[config.mk]
export PLATFORM = sky130hd
export DESIGN_NAME = oaht_engine_flat
export DESIGN_NICKNAME = d
export VERILOG_FILES = /design/src/rtl/core/oaht_pkg.sv /design/src/rtl/core/oaht_if.sv /design/src/rtl/core/oaht_engine.sv /design/src/flat_wrapper.sv
export SDC_FILE = /design/constraint.sdc
export NUM_CORES = 1
export LEC_CHECK = 0
export ABC_AREA = 0
export BUFFER_PORTS_ARGS = -buffer_cell sky130_fd_sc_hd__buf_2
export CAP_MARGIN = 20
export CORE_ASPECT_RATIO = 1.4
export CORE_UTILIZATION = 35
export CTS_CLUSTER_SIZE = 8
export DETAILED_ROUTE_END_ITERATION = 10
export HOLD_SLACK_MARGIN = 0.15
export PLACE_DENSITY_LB_ADDON = 0.3
export SETUP_SLACK_MARGIN = 0.5
export SYNTH_ARGS = -nofsm -noshare
export SYNTH_HDL_FRONTEND = slang
export SYNTH_SLANG_ARGS = --single-unit
[constraint.sdc]
create_clock -name clock -period 4.15 [get_ports clock]
set_clock_uncertainty 0.05 [all_clocks]
set_input_delay 0.415 -clock clock [delete_from_list [all_inputs] [get_ports clock]]
set_output_delay 0.415 -clock clock [all_outputs]
set_load 0.05 [all_outputs]
[src/rtl/core/oaht_pkg.sv]
// ----------------------------------------------------------------------------
// Open-addressing hash table: shared definitions
// Field widths, operation and status codes, slot marks and parameter defaults.
// ----------------------------------------------------------------------------
package oaht_pkg;

   // Fixed field widths of the request and response words and the slot mark
   localparam int ACTION_W = 2;
   localparam int KEY_W    = 32;
   localparam int HASH_W   = 32;
   localparam int VALUE_W  = 32;
   localparam int STATUS_W = 2;
   localparam int LIVE_W   = 9;
   localparam int MARK_W   = 2;

   // Parameter defaults for the top level
   localparam int TABLE_SLOTS_DEFAULT = 256;
   localparam int KEY_BITS_DEFAULT    = 32;
   localparam int VALUE_BITS_DEFAULT  = 32;

   // Perturb shift per probe step
   localparam int PERTURB_SHIFT = 5;

   // Request operations
   localparam logic [ACTION_W-1:0] ACT_GET    = 2'd0;
   localparam logic [ACTION_W-1:0] ACT_SET    = 2'd1;
   localparam logic [ACTION_W-1:0] ACT_DELETE = 2'd2;

   // Response status codes
   localparam logic [STATUS_W-1:0] ST_OK        = 2'd0;
   localparam logic [STATUS_W-1:0] ST_NOT_FOUND = 2'd1;
   localparam logic [STATUS_W-1:0] ST_FULL      = 2'd2;

   // Slot marks
   localparam logic [MARK_W-1:0] MARK_FREE  = 2'd0;
   localparam logic [MARK_W-1:0] MARK_TAKEN = 2'd1;
   localparam logic [MARK_W-1:0] MARK_TOMB  = 2'd2;

endpackage

[src/rtl/core/oaht_if.sv]
// ----------------------------------------------------------------------------
// Open-addressing hash table: channel interfaces
// Valid/ready channels for the request word and the response word.
// ----------------------------------------------------------------------------

// Request channel: get, set or delete of one key
interface oaht_req_if;
   logic                           valid;
   logic                           ready;
   logic [oaht_pkg::ACTION_W-1:0]  action;
   logic [oaht_pkg::KEY_W-1:0]     key;
   logic [oaht_pkg::HASH_W-1:0]    key_hash;
   logic [oaht_pkg::VALUE_W-1:0]   new_value;

   modport source (output valid, action, key, key_hash, new_value, input ready);
   modport sink   (input valid, action, key, key_hash, new_value, output ready);
endinterface

// Response channel: one word per request
interface oaht_rsp_if;
   logic                           valid;
   logic                           ready;
   logic [oaht_pkg::STATUS_W-1:0]  status;
   logic [oaht_pkg::VALUE_W-1:0]   read_value;
   logic [oaht_pkg::LIVE_W-1:0]    live_entries;

   modport source (output valid, status, read_value, live_entries, input ready);
   modport sink   (input valid, status, read_value, live_entries, output ready);
endinterface

[src/rtl/core/oaht_engine.sv]
// ----------------------------------------------------------------------------
// Open-addressing hash table: probe engine
// Walks the perturbed probe chain through the slot RAM, applies the
// operation, keeps the live and non-free counts and holds the response word.
// ----------------------------------------------------------------------------
module oaht_engine #(
   parameter int TABLE_SLOTS = 256,
   parameter int KW          = 32,
   parameter int VW          = 32
) (
   input  logic                                  clock,
   input  logic                                  reset,
   input  logic                                  clear_done,
   oaht_req_if.sink                              req_bus,
   oaht_rsp_if.source                            rsp_bus,
   output logic                                  mem_rd_en,
   output logic [$clog2(TABLE_SLOTS)-1:0]        mem_rd_addr,
   input  logic [oaht_pkg::MARK_W+KW+VW-1:0]     mem_rd_data,
   output logic                                  mem_wr_en,
   output logic [$clog2(TABLE_SLOTS)-1:0]        mem_wr_addr,
   output logic [oaht_pkg::MARK_W+KW+VW-1:0]     mem_wr_data
);

   localparam int AW    = $clog2(TABLE_SLOTS);
   localparam int CW    = $clog2(TABLE_SLOTS + 1);
   localparam int FW    = CW + 2;
   localparam int LIMIT = TABLE_SLOTS + 8;
   localparam int NW    = $clog2(LIMIT + 1);
   localparam int MW    = oaht_pkg::MARK_W + KW + VW;
   localparam logic [FW-1:0] FILL_LIMIT = FW'(2 * TABLE_SLOTS);
   localparam logic [NW-1:0] LAST_STEP  = NW'(LIMIT - 1);

   typedef enum logic {ST_IDLE, ST_PROBE} state_type;

   state_type                     state_ff, state_in;
   logic [oaht_pkg::ACTION_W-1:0] action_ff, action_in;
   logic [KW-1:0]                 key_ff, key_in;
   logic [VW-1:0]                 value_ff, value_in;
   logic [AW-1:0]                 slot_ff, slot_in;
   logic [oaht_pkg::HASH_W-1:0]   perturb_ff, perturb_in;
   logic [NW-1:0]                 steps_ff, steps_in;
   logic                          tomb_seen_ff, tomb_seen_in;
   logic [AW-1:0]                 tomb_slot_ff, tomb_slot_in;
   logic [CW-1:0]                 live_ff, live_in;
   logic [CW-1:0]                 nonfree_ff, nonfree_in;
   logic                          rsp_valid_ff, rsp_valid_in;
   logic [oaht_pkg::STATUS_W-1:0] status_ff, status_in;
   logic [oaht_pkg::VALUE_W-1:0]  read_value_ff, read_value_in;
   logic [oaht_pkg::LIVE_W-1:0]   live_out_ff, live_out_in;

   // Fields of the slot word returned by the RAM
   logic [oaht_pkg::MARK_W-1:0] slot_mark;
   logic [KW-1:0]               slot_key;
   logic [VW-1:0]               slot_value;
   assign slot_mark  = mem_rd_data[MW-1 -: oaht_pkg::MARK_W];
   assign slot_key   = mem_rd_data[KW+VW-1 -: KW];
   assign slot_value = mem_rd_data[VW-1:0];

   // Slot classification for the current probe step
   logic is_free, is_match, is_tomb, probe_end, rsp_free;
   logic have_tomb;
   logic [AW-1:0] tomb_pick, slot_next;
   logic [FW-1:0] fill_need;

   assign is_free   = (slot_mark == oaht_pkg::MARK_FREE);
   assign is_tomb   = (slot_mark == oaht_pkg::MARK_TOMB);
   assign is_match  = (slot_mark == oaht_pkg::MARK_TAKEN) && (slot_key == key_ff);
   assign probe_end = is_free || is_match || (steps_ff == LAST_STEP);
   assign rsp_free  = !rsp_valid_ff || rsp_bus.ready;
   assign have_tomb = tomb_seen_ff || is_tomb;
   assign tomb_pick = tomb_seen_ff ? tomb_slot_ff : slot_ff;

   // next = 5*slot + perturb + 1, modulo table size
   assign slot_next = AW'({slot_ff, 2'b00}) + slot_ff + perturb_ff[AW-1:0] + AW'(1);

   // (nonfree + 1) * 3 against two thirds of the table
   assign fill_need = FW'({nonfree_ff, 1'b0}) + FW'(nonfree_ff) + FW'(3);

   always_comb begin
      state_in      = state_ff;
      action_in     = action_ff;
      key_in        = key_ff;
      value_in      = value_ff;
      slot_in       = slot_ff;
      perturb_in    = perturb_ff;
      steps_in      = steps_ff;
      tomb_seen_in  = tomb_seen_ff;
      tomb_slot_in  = tomb_slot_ff;
      live_in       = live_ff;
      nonfree_in    = nonfree_ff;
      rsp_valid_in  = rsp_valid_ff && !rsp_bus.ready;
      status_in     = status_ff;
      read_value_in = read_value_ff;
      live_out_in   = live_out_ff;
      mem_rd_en     = 1'b0;
      mem_rd_addr   = slot_next;
      mem_wr_en     = 1'b0;
      mem_wr_addr   = slot_ff;
      mem_wr_data   = {oaht_pkg::MARK_TAKEN, key_ff, value_ff};

      case (state_ff)
         // Take a request word and read its home slot
         ST_IDLE: begin
            if (req_bus.valid && clear_done) begin
               action_in    = req_bus.action;
               key_in       = req_bus.key[KW-1:0];
               value_in     = req_bus.new_value[VW-1:0];
               slot_in      = req_bus.key_hash[AW-1:0];
               perturb_in   = req_bus.key_hash;
               steps_in     = '0;
               tomb_seen_in = 1'b0;
               mem_rd_en    = 1'b1;
               mem_rd_addr  = req_bus.key_hash[AW-1:0];
               state_in     = ST_PROBE;
            end
         end

         // Inspect the slot just read; step on or finish
         ST_PROBE: begin
            if (!probe_end) begin
               if (is_tomb && !tomb_seen_ff) begin
                  tomb_seen_in = 1'b1;
                  tomb_slot_in = slot_ff;
               end
               slot_in     = slot_next;
               perturb_in  = perturb_ff >> oaht_pkg::PERTURB_SHIFT;
               steps_in    = steps_ff + NW'(1);
               mem_rd_en   = 1'b1;
               mem_rd_addr = slot_next;
            end else if (rsp_free) begin
               status_in     = oaht_pkg::ST_NOT_FOUND;
               read_value_in = '0;
               case (action_ff)
                  oaht_pkg::ACT_GET: begin
                     if (is_match) begin
                        status_in     = oaht_pkg::ST_OK;
                        read_value_in = oaht_pkg::VALUE_W'(slot_value);
                     end
                  end
                  oaht_pkg::ACT_DELETE: begin
                     if (is_match) begin
                        mem_wr_en   = 1'b1;
                        mem_wr_data = {oaht_pkg::MARK_TOMB, slot_key, slot_value};
                        if (live_ff != '0) begin
                           live_in = live_ff - CW'(1);
                        end
                        status_in = oaht_pkg::ST_OK;
                     end
                  end
                  oaht_pkg::ACT_SET: begin
                     if (is_match) begin
                        mem_wr_en = 1'b1;
                        status_in = oaht_pkg::ST_OK;
                     end else if (have_tomb) begin
                        // reuse the first tombstone on the chain
                        mem_wr_en   = 1'b1;
                        mem_wr_addr = tomb_pick;
                        live_in     = live_ff + CW'(1);
                        status_in   = oaht_pkg::ST_OK;
                     end else if (is_free && (fill_need <= FILL_LIMIT)) begin
                        mem_wr_en  = 1'b1;
                        live_in    = live_ff + CW'(1);
                        nonfree_in = nonfree_ff + CW'(1);
                        status_in  = oaht_pkg::ST_OK;
                     end else begin
                        status_in = oaht_pkg::ST_FULL;
                     end
                  end
                  default: begin
                     // undefined operation: no change, not found
                  end
               endcase
               live_out_in  = oaht_pkg::LIVE_W'(live_in);
               rsp_valid_in = 1'b1;
               state_in     = ST_IDLE;
            end
         end

         default: state_in = ST_IDLE;
      endcase
   end

   // State, counters and response word
   always_ff @(posedge clock) begin
      if (reset) begin
         state_ff     <= ST_IDLE;
         live_ff      <= '0;
         nonfree_ff   <= '0;
         rsp_valid_ff <= 1'b0;
      end else begin
         state_ff     <= state_in;
         live_ff      <= live_in;
         nonfree_ff   <= nonfree_in;
         rsp_valid_ff <= rsp_valid_in;
      end
      action_ff     <= action_in;
      key_ff        <= key_in;
      value_ff      <= value_in;
      slot_ff       <= slot_in;
      perturb_ff    <= perturb_in;
      steps_ff      <= steps_in;
      tomb_seen_ff  <= tomb_seen_in;
      tomb_slot_ff  <= tomb_slot_in;
      status_ff     <= status_in;
      read_value_ff <= read_value_in;
      live_out_ff   <= live_out_in;
   end

   assign req_bus.ready        = (state_ff == ST_IDLE) && clear_done;
   assign rsp_bus.valid        = rsp_valid_ff;
   assign rsp_bus.status       = status_ff;
   assign rsp_bus.read_value   = read_value_ff;
   assign rsp_bus.live_entries = live_out_ff;

endmodule

[src/flat_wrapper.sv]
// flat-port wrapper written by rule: the top's interface ports become plain ports
module oaht_engine_flat 
#(
   parameter int TABLE_SLOTS = 256,
   parameter int KW          = 32,
   parameter int VW          = 32
)
  (clock, reset, clear_done, mem_rd_en, mem_rd_addr, mem_rd_data, mem_wr_en, mem_wr_addr, mem_wr_data, req_bus_valid, req_bus_action, req_bus_key, req_bus_key_hash, req_bus_new_value, req_bus_ready, rsp_bus_valid, rsp_bus_status, rsp_bus_read_value, rsp_bus_live_entries, rsp_bus_ready);
  oaht_req_if req_bus_i ();
  oaht_rsp_if rsp_bus_i ();
  input  logic clock;
  input  logic reset;
  input  logic clear_done;
  output logic mem_rd_en;
  output logic [$clog2(TABLE_SLOTS)-1:0] mem_rd_addr;
  input  logic [oaht_pkg::MARK_W+KW+VW-1:0] mem_rd_data;
  output logic mem_wr_en;
  output logic [$clog2(TABLE_SLOTS)-1:0] mem_wr_addr;
  output logic [oaht_pkg::MARK_W+KW+VW-1:0] mem_wr_data;
  input wire logic [$bits(req_bus_i.valid)-1:0] req_bus_valid;
  input wire logic [$bits(req_bus_i.action)-1:0] req_bus_action;
  input wire logic [$bits(req_bus_i.key)-1:0] req_bus_key;
  input wire logic [$bits(req_bus_i.key_hash)-1:0] req_bus_key_hash;
  input wire logic [$bits(req_bus_i.new_value)-1:0] req_bus_new_value;
  output wire logic [$bits(req_bus_i.ready)-1:0] req_bus_ready;
  output wire logic [$bits(rsp_bus_i.valid)-1:0] rsp_bus_valid;
  output wire logic [$bits(rsp_bus_i.status)-1:0] rsp_bus_status;
  output wire logic [$bits(rsp_bus_i.read_value)-1:0] rsp_bus_read_value;
  output wire logic [$bits(rsp_bus_i.live_entries)-1:0] rsp_bus_live_entries;
  input wire logic [$bits(rsp_bus_i.ready)-1:0] rsp_bus_ready;
  assign req_bus_i.valid = req_bus_valid;
  assign req_bus_i.action = req_bus_action;
  assign req_bus_i.key = req_bus_key;
  assign req_bus_i.key_hash = req_bus_key_hash;
  assign req_bus_i.new_value = req_bus_new_value;
  assign req_bus_ready = req_bus_i.ready;
  assign rsp_bus_valid = rsp_bus_i.valid;
  assign rsp_bus_status = rsp_bus_i.status;
  assign rsp_bus_read_value = rsp_bus_i.read_value;
  assign rsp_bus_live_entries = rsp_bus_i.live_entries;
  assign rsp_bus_i.ready = rsp_bus_ready;
  oaht_engine #(.TABLE_SLOTS(TABLE_SLOTS), .KW(KW), .VW(VW)) u_core (.clock(clock), .reset(reset), .clear_done(clear_done), .req_bus(req_bus_i), .rsp_bus(rsp_bus_i), .mem_rd_en(mem_rd_en), .mem_rd_addr(mem_rd_addr), .mem_rd_data(mem_rd_data), .mem_wr_en(mem_wr_en), .mem_wr_addr(mem_wr_addr), .mem_wr_data(mem_wr_data));
endmodule
==> results.toml, run 1 <==
[cts]
cts_buffer_depth = 2
cts_tree = "built"
root_buffer = "clkbuf_16"
clkTransAtPathRegs_ps = 80
clk_latency_ps = 430
cts_sinks = 187
htreeDepth = 4
numCtsBuffers = 17

[worst_setup_path]
crit_chain = "xor2_1 > or4b_4 > nor4_4 > nand3_4 > buf_6 > or3_4 > nand2_1 > nand2_1 > buf_4"
cp.required_ps = 3680
cp.arrival_ps = 3200
startpoint_type = "register"
worst-setup-path-type = "reg -> out"
max_stage_delay_ps = 560
critPathSlowestCell = "or4b_4"
crit_top_cell = "nand2_1"
end_kind = "primary output"
crit_path_max_fanout = 8

[timing]
setup_ws_ps = 484
tightest_slew_ps = 916
fin_tns_setup_ps = 0
slew_violations = 0
fmax_ghz = 0.273
finalSetupViolCount = 0
fin_crit_sh_pct = 88.3
finalHoldViolCount = 0
slew_headroom_pct = 38.9
rsz0062_at_grt = "true"
min_period_ps = 3670

[yosys]
post_synth.cell_area_avg_um2 = 11.2
synth_xor_area_share_pct = 5.27
yosysTopAreaCellShare_pct = 52.0
synth_ff_type = "edfxtp_1"
synth_nets = 1073
synthTopCellsByArea = "edfxtp_1 (52%), nand2_1 (6.7%), ha_1 (4.4%)"
yosys.area_share.simple_pct = 18.3
ys_warn_count = 0
synthArstFlopShare_pct = 0
muxShareOfSynthArea_pct = 3.79
synth_top_family_by_area = "simple AND/OR/NAND/NOR gates"
yosysUniqueCellTypes = 74
syn-instance-count = 864
synth-edff-count = 167
yosysSeqAreaShare_pct = 56.2
synth_area_leader_cell = "edfxtp_1"
synth_compound_area_share_pct = 6.61
ys_ff_latch = 187
synth_area_um2 = 9640
synth_fa_ha_area_share_pct = 5.66

[global_routing]
grt_max_degree = 45
antenna_found_initial = 1
grt_pass1_vias = 7648
grt_use_total_pct = 18.3
grt-ovfl-total = 0
grt_first_pass_wirelength_um = 39300

[power]
power_density_nw_per_um2 = 368
leakage_nw = 5.68
irDropWorstVdd_mv = 0.281
p_total_w = 0.00485

[run]
max_cap_violations = 0

[detailed_routing]
first_pass_iters = 4
drt_iter0_markers = 348
highest-signal-layer = "met5"
wire_per_inst_um = 16.5
drc = 0
wl_met3_um = 1170
drt-total-wl_um = 26100
via_count = 7641
via_per_inst = 4.82
drtAntennaViolNets = 0
wl_met1_um = 10000
dr_wl_met2_um = 14400

[cells_and_area]
final_area_um2 = 13200
syn2layout_area_growth_pct = 37.1
final_cells = 1585
drive_above_1_share_pct = 35.8
nets = 1416
antenna_cells = 0

[place]
port-buffer-count = 297
placed_cell_area_um2 = 11400
place.gp.congestion = 0.876
dpl.hpwl_um = 18400
dp_slack_ps = 467
dp_cells = 1471

[hold_path]
hp-class = "in -> reg"

[die]
dieArea_um2 = 28200
ios = 298
std_cell_rows = 71
die_w_um = 142
coreArea_um2 = 27000
initial_core_util_pct = 35.7
die_h_um = 198

[status]
status = "finished clean"
## cell usage in the layout, fill, tap and decap left out, types with 5 or more instances in the layout
master	count
buf_2	258
edfxtp_1	167
nand2_1	160
dlygate4sd3_1	66
nor2_1	49
and3_1	36
buf_6	35
ha_1	34
xor2_1	32
a21oi_1	28
buf_4	28
inv_1	26
xnor2_1	24
mux2_2	21
nand3_1	19
clkbuf_16	17
dfxtp_1	16
nand4_1	14
o21ai_0	12
nor3_1	10
nand2_2	10
nor2b_1	8
nor4_1	8
mux2_4	7
mux2i_1	5
a21o_1	5
a31oi_1	5
fa_1	5
## where the power goes
group	internal [W]	leakage (nW)	switching, W
Clock	0.000914	0.296	0.000769
Sequential	0.00214	1.79	0.0000430
Combinational	0.000365	3.59	0.000620
## timing repair
action	4_1_cts	5_1_grt
setup buffers	7	5
cloned	4	0
hold buffers	66	0
gates resized for setup	99	23
endpoints found under the hold margin	66	0
endpoints found under the setup margin	45	46
pin swaps	29	7
## cells in the mapped netlist (all sizes together), types with 8 or more instances
cell    number
buf         16
nand2      172
and3        37
mux2        28
nand3       20
inv         27
clkbuf      52
o21ai       17
nor2b        8
nor2        50
nor3        11
a21oi       34
nor4        12
xnor2       26
edfxtp     167
dfxtp       20
nand4       14
xor2        32
ha          34
## per-layer routing
metal  track usage (%)  up-vias
met5                 0        -
met4              6.97        2
met3              3.29       37
met2              34.9      257
met1              19.6     3597
li1                  -     3748
## registers in the layout (all words and copies together) (netlist names), 2 cells and up
signal and count:
u_core.key_ff 32, u_core.perturb_ff 32, u_core.rsp_bus.read_value 32, u_core.value_ff 32
u_core.live_ff 9, u_core.nonfree_ff 9, u_core.rsp_bus.live_entries 9, u_core.steps_ff 9
u_core.slot_ff 8, u_core.tomb_slot_ff 8, u_core.action_ff 2, u_core.rsp_bus.status 2
## kinds of logic after synthesis
logic type	Yosys count
and+or+nand+nor	356
DFF	187
buffers and inverters	96
AOI/OAI and AO/OA	94
xor gates and xnor gates	58
adders and majority gates	40
muxes	33
## layout make-up
class,count,area [µm²]
Clock buffer,17,425
Timing Repair Buffer,390,2600
Fill cell,2497,13800
Tap cell,365,457
Sequential cell,187,5420
Inverter,27,105
Clock inverter,15,179
Multi-Input combinational cell,584,4020
## final timing paths
kind                              from                      to  slack (ps)  depth (start not counted)
hold reg to reg      u_core.slot_ff[7]  u_core.tomb_slot_ff[7]         460                          0
hold / removal    req_bus_key_hash[30]   u_core.perturb_ff[30]         220                          2
setup / recovery      u_core.key_ff[3]          mem_wr_data[7]         480                          9
setup reg to reg  u_core.nonfree_ff[1]    u_core.nonfree_ff[7]         840                         11
## stage by stage
stage / util [%] / hold slack, ps
floorplan: - / 401
finish: 48.9 / 216
global placement: 42.4 / 446
CTS: 48.5 / 186
detailed placement: 42.4 / 454
global route: 48.9 / 198
## critical path, delay by kind of cell, from the launching register on
kind,cells,cell delay [ps]
xor+xnor,1,200
buf+inv,2,380
simple gates,6,1780
flops,1,400
Power figures use the tool's default switching activity.
==> inputs of run 2 (changes only) <==
- CORE_MARGIN: unset -> 4
==> results.toml, run 2 (synthesized netlist as in run 1, its figures left out) <==
[cts]
root_buffer = "clkbuf_16"
cts_sinks = 187
cts_tree = "built"
numCtsBuffers = 17
cts_buffer_depth = 2
clk_latency_ps = 440
clkTransAtPathRegs_ps = 80
htreeDepth = 4

[cells_and_area]
syn2layout_area_growth_pct = 35.8
layout_commonest_cell = "buf_2"
nets = 1413
antenna_cells = 0
drive_above_1_share_pct = 35.7
fillers = 2463
mostFrequentLayoutCells = "buf_2 (256), edfxtp_1 (167), nand2_1 (161), dlygate4sd3_1 (66), nor2_1 (49)"

[detailed_routing]
drt-total-wl_um = 27800
drtAntennaViolNets = 0
first_pass_iters = 5
via_per_inst = 4.90
drc = 0
via_count = 7754
wire_per_inst_um = 17.6
drt_iter0_markers = 387

[global_routing]
antenna_found_initial = 0
grt_first_pass_wirelength_um = 41900
busiest_layer = "met2"
grtUsageMet2_pct = 34.2
grt_max_degree = 46
grt_use_total_pct = 17.7
grtUsageMet1_pct = 19.0
grt-ovfl-total = 0
grt_pass1_vias = 7969
met3_usage_pct = 3.84

[hold_path]
hp-class = "in -> reg"

[die]
die_h_um = 204
initial_core_util_pct = 35.7
ios = 298
dieArea_um2 = 30300
coreArea_um2 = 27000
std_cell_rows = 71
die_w_um = 148

[place]
place.gp.congestion = 0.871
port-buffer-count = 297
dp_slack_ps = 508
dpl.hpwl_um = 19700

[status]
status = "finished clean"

[worst_setup_path]
worst-setup-path-type = "reg -> out"
cp.required_ps = 3680
r2r_slack_ps = 800
crit_path_max_fanout = 8
startpoint_type = "register"
cp.arrival_ps = 3210
end_kind = "primary output"

[timing]
setup_ws_ps = 471
finalHoldViolCount = 0
fin_tns_setup_ps = 0
min_period_ps = 3680
slew_headroom_pct = 44.3
finalSetupViolCount = 0
tightest_slew_ps = 836
fmax_ghz = 0.272
rsz0062_at_grt = "true"
fin_crit_sh_pct = 88.7
slew_violations = 0

[power]
leakage_nw = 5.64
power_density_nw_per_um2 = 366
irDropWorstVdd_mv = 0.275

[run]
max_cap_violations = 0
==> run 2: cell count changes in the layout (fill, tap and decap cells not counted), sizes merged <==
cell	before	now
buf	323	320
bufinv	2	0
clkinv	4	6
==> run 2: what timing repair did <==
item,in CTS,in global routing
gates resized for setup,55,68
gates cloned,3,1
hold buffers,66,0
buffers inserted,7,2
setup endpoints to repair,43,43
pin swaps,10,13
hold endpoints to repair,66,0
==> run 2: where the power goes <==
group | internal (W) | switching [W] | total, W
Sequential | 0.00214 | 0.0000447 | 0.00219
Clock | 0.000803 | 0.000797 | 0.00160
Combinational | 0.000367 | 0.000632 | 0.000999
Total | 0.00331 | 0.00147 | 0.00479
==> run 2: path summary, 6_finish.rpt <==
kind / endpoint / cells past startpoint / start
setup / recovery: mem_wr_data[28] / 9 / u_core.key_ff[5]
hold reg to reg: u_core.perturb_ff[5] / 2 / u_core.perturb_ff[10]
setup reg to reg: u_core.nonfree_ff[7] / 11 / u_core.nonfree_ff[1]
hold / removal: u_core.perturb_ff[30] / 2 / req_bus_key_hash[30]
==> run 2: routing by layer <==
layer	part of all wire, %	up-vias
met5	0	-
met1	37	3713
met3	5.5	35
met4	1.9	0
li1	-	3746
met2	56	260
==> run 2: layout make-up <==
type                    instances  area [µm²]  area share (%)
multi-input cells             584        4020            30.7
flip-flops and latches        187        5420            41.4
clock buffers                  17         425            3.25
inverters                      27         105           0.803
well taps                     365         457            3.49
repair buffers                387        2510            19.2
clock inverters                15         150            1.15
==> run 2: metrics by stage <==
stage               power [W]  utilization [%]  instances  area, µm²  hold WS, ps
finish                0.00479             48.5       1582      13100          215
global route          0.00499             48.5       1582      13100          196
CTS                   0.00483             47.9       1579      12900          186
detailed placement    0.00312             42.4       1471      11400          453
global placement      0.00311             42.4       1471      11400          451
floorplan             0.00284                -        864       9690          401
==> run 2: worst max-delay path, stage by stage (launching register included) <==
cell      delay, ps
edfxtp_1        440
xor2_1          200
or4b_4          540
nor4_4          340
nand3_4         200
buf_6           190
or3_4           490
nand2_1         100
nand2_1          60
buf_4           190
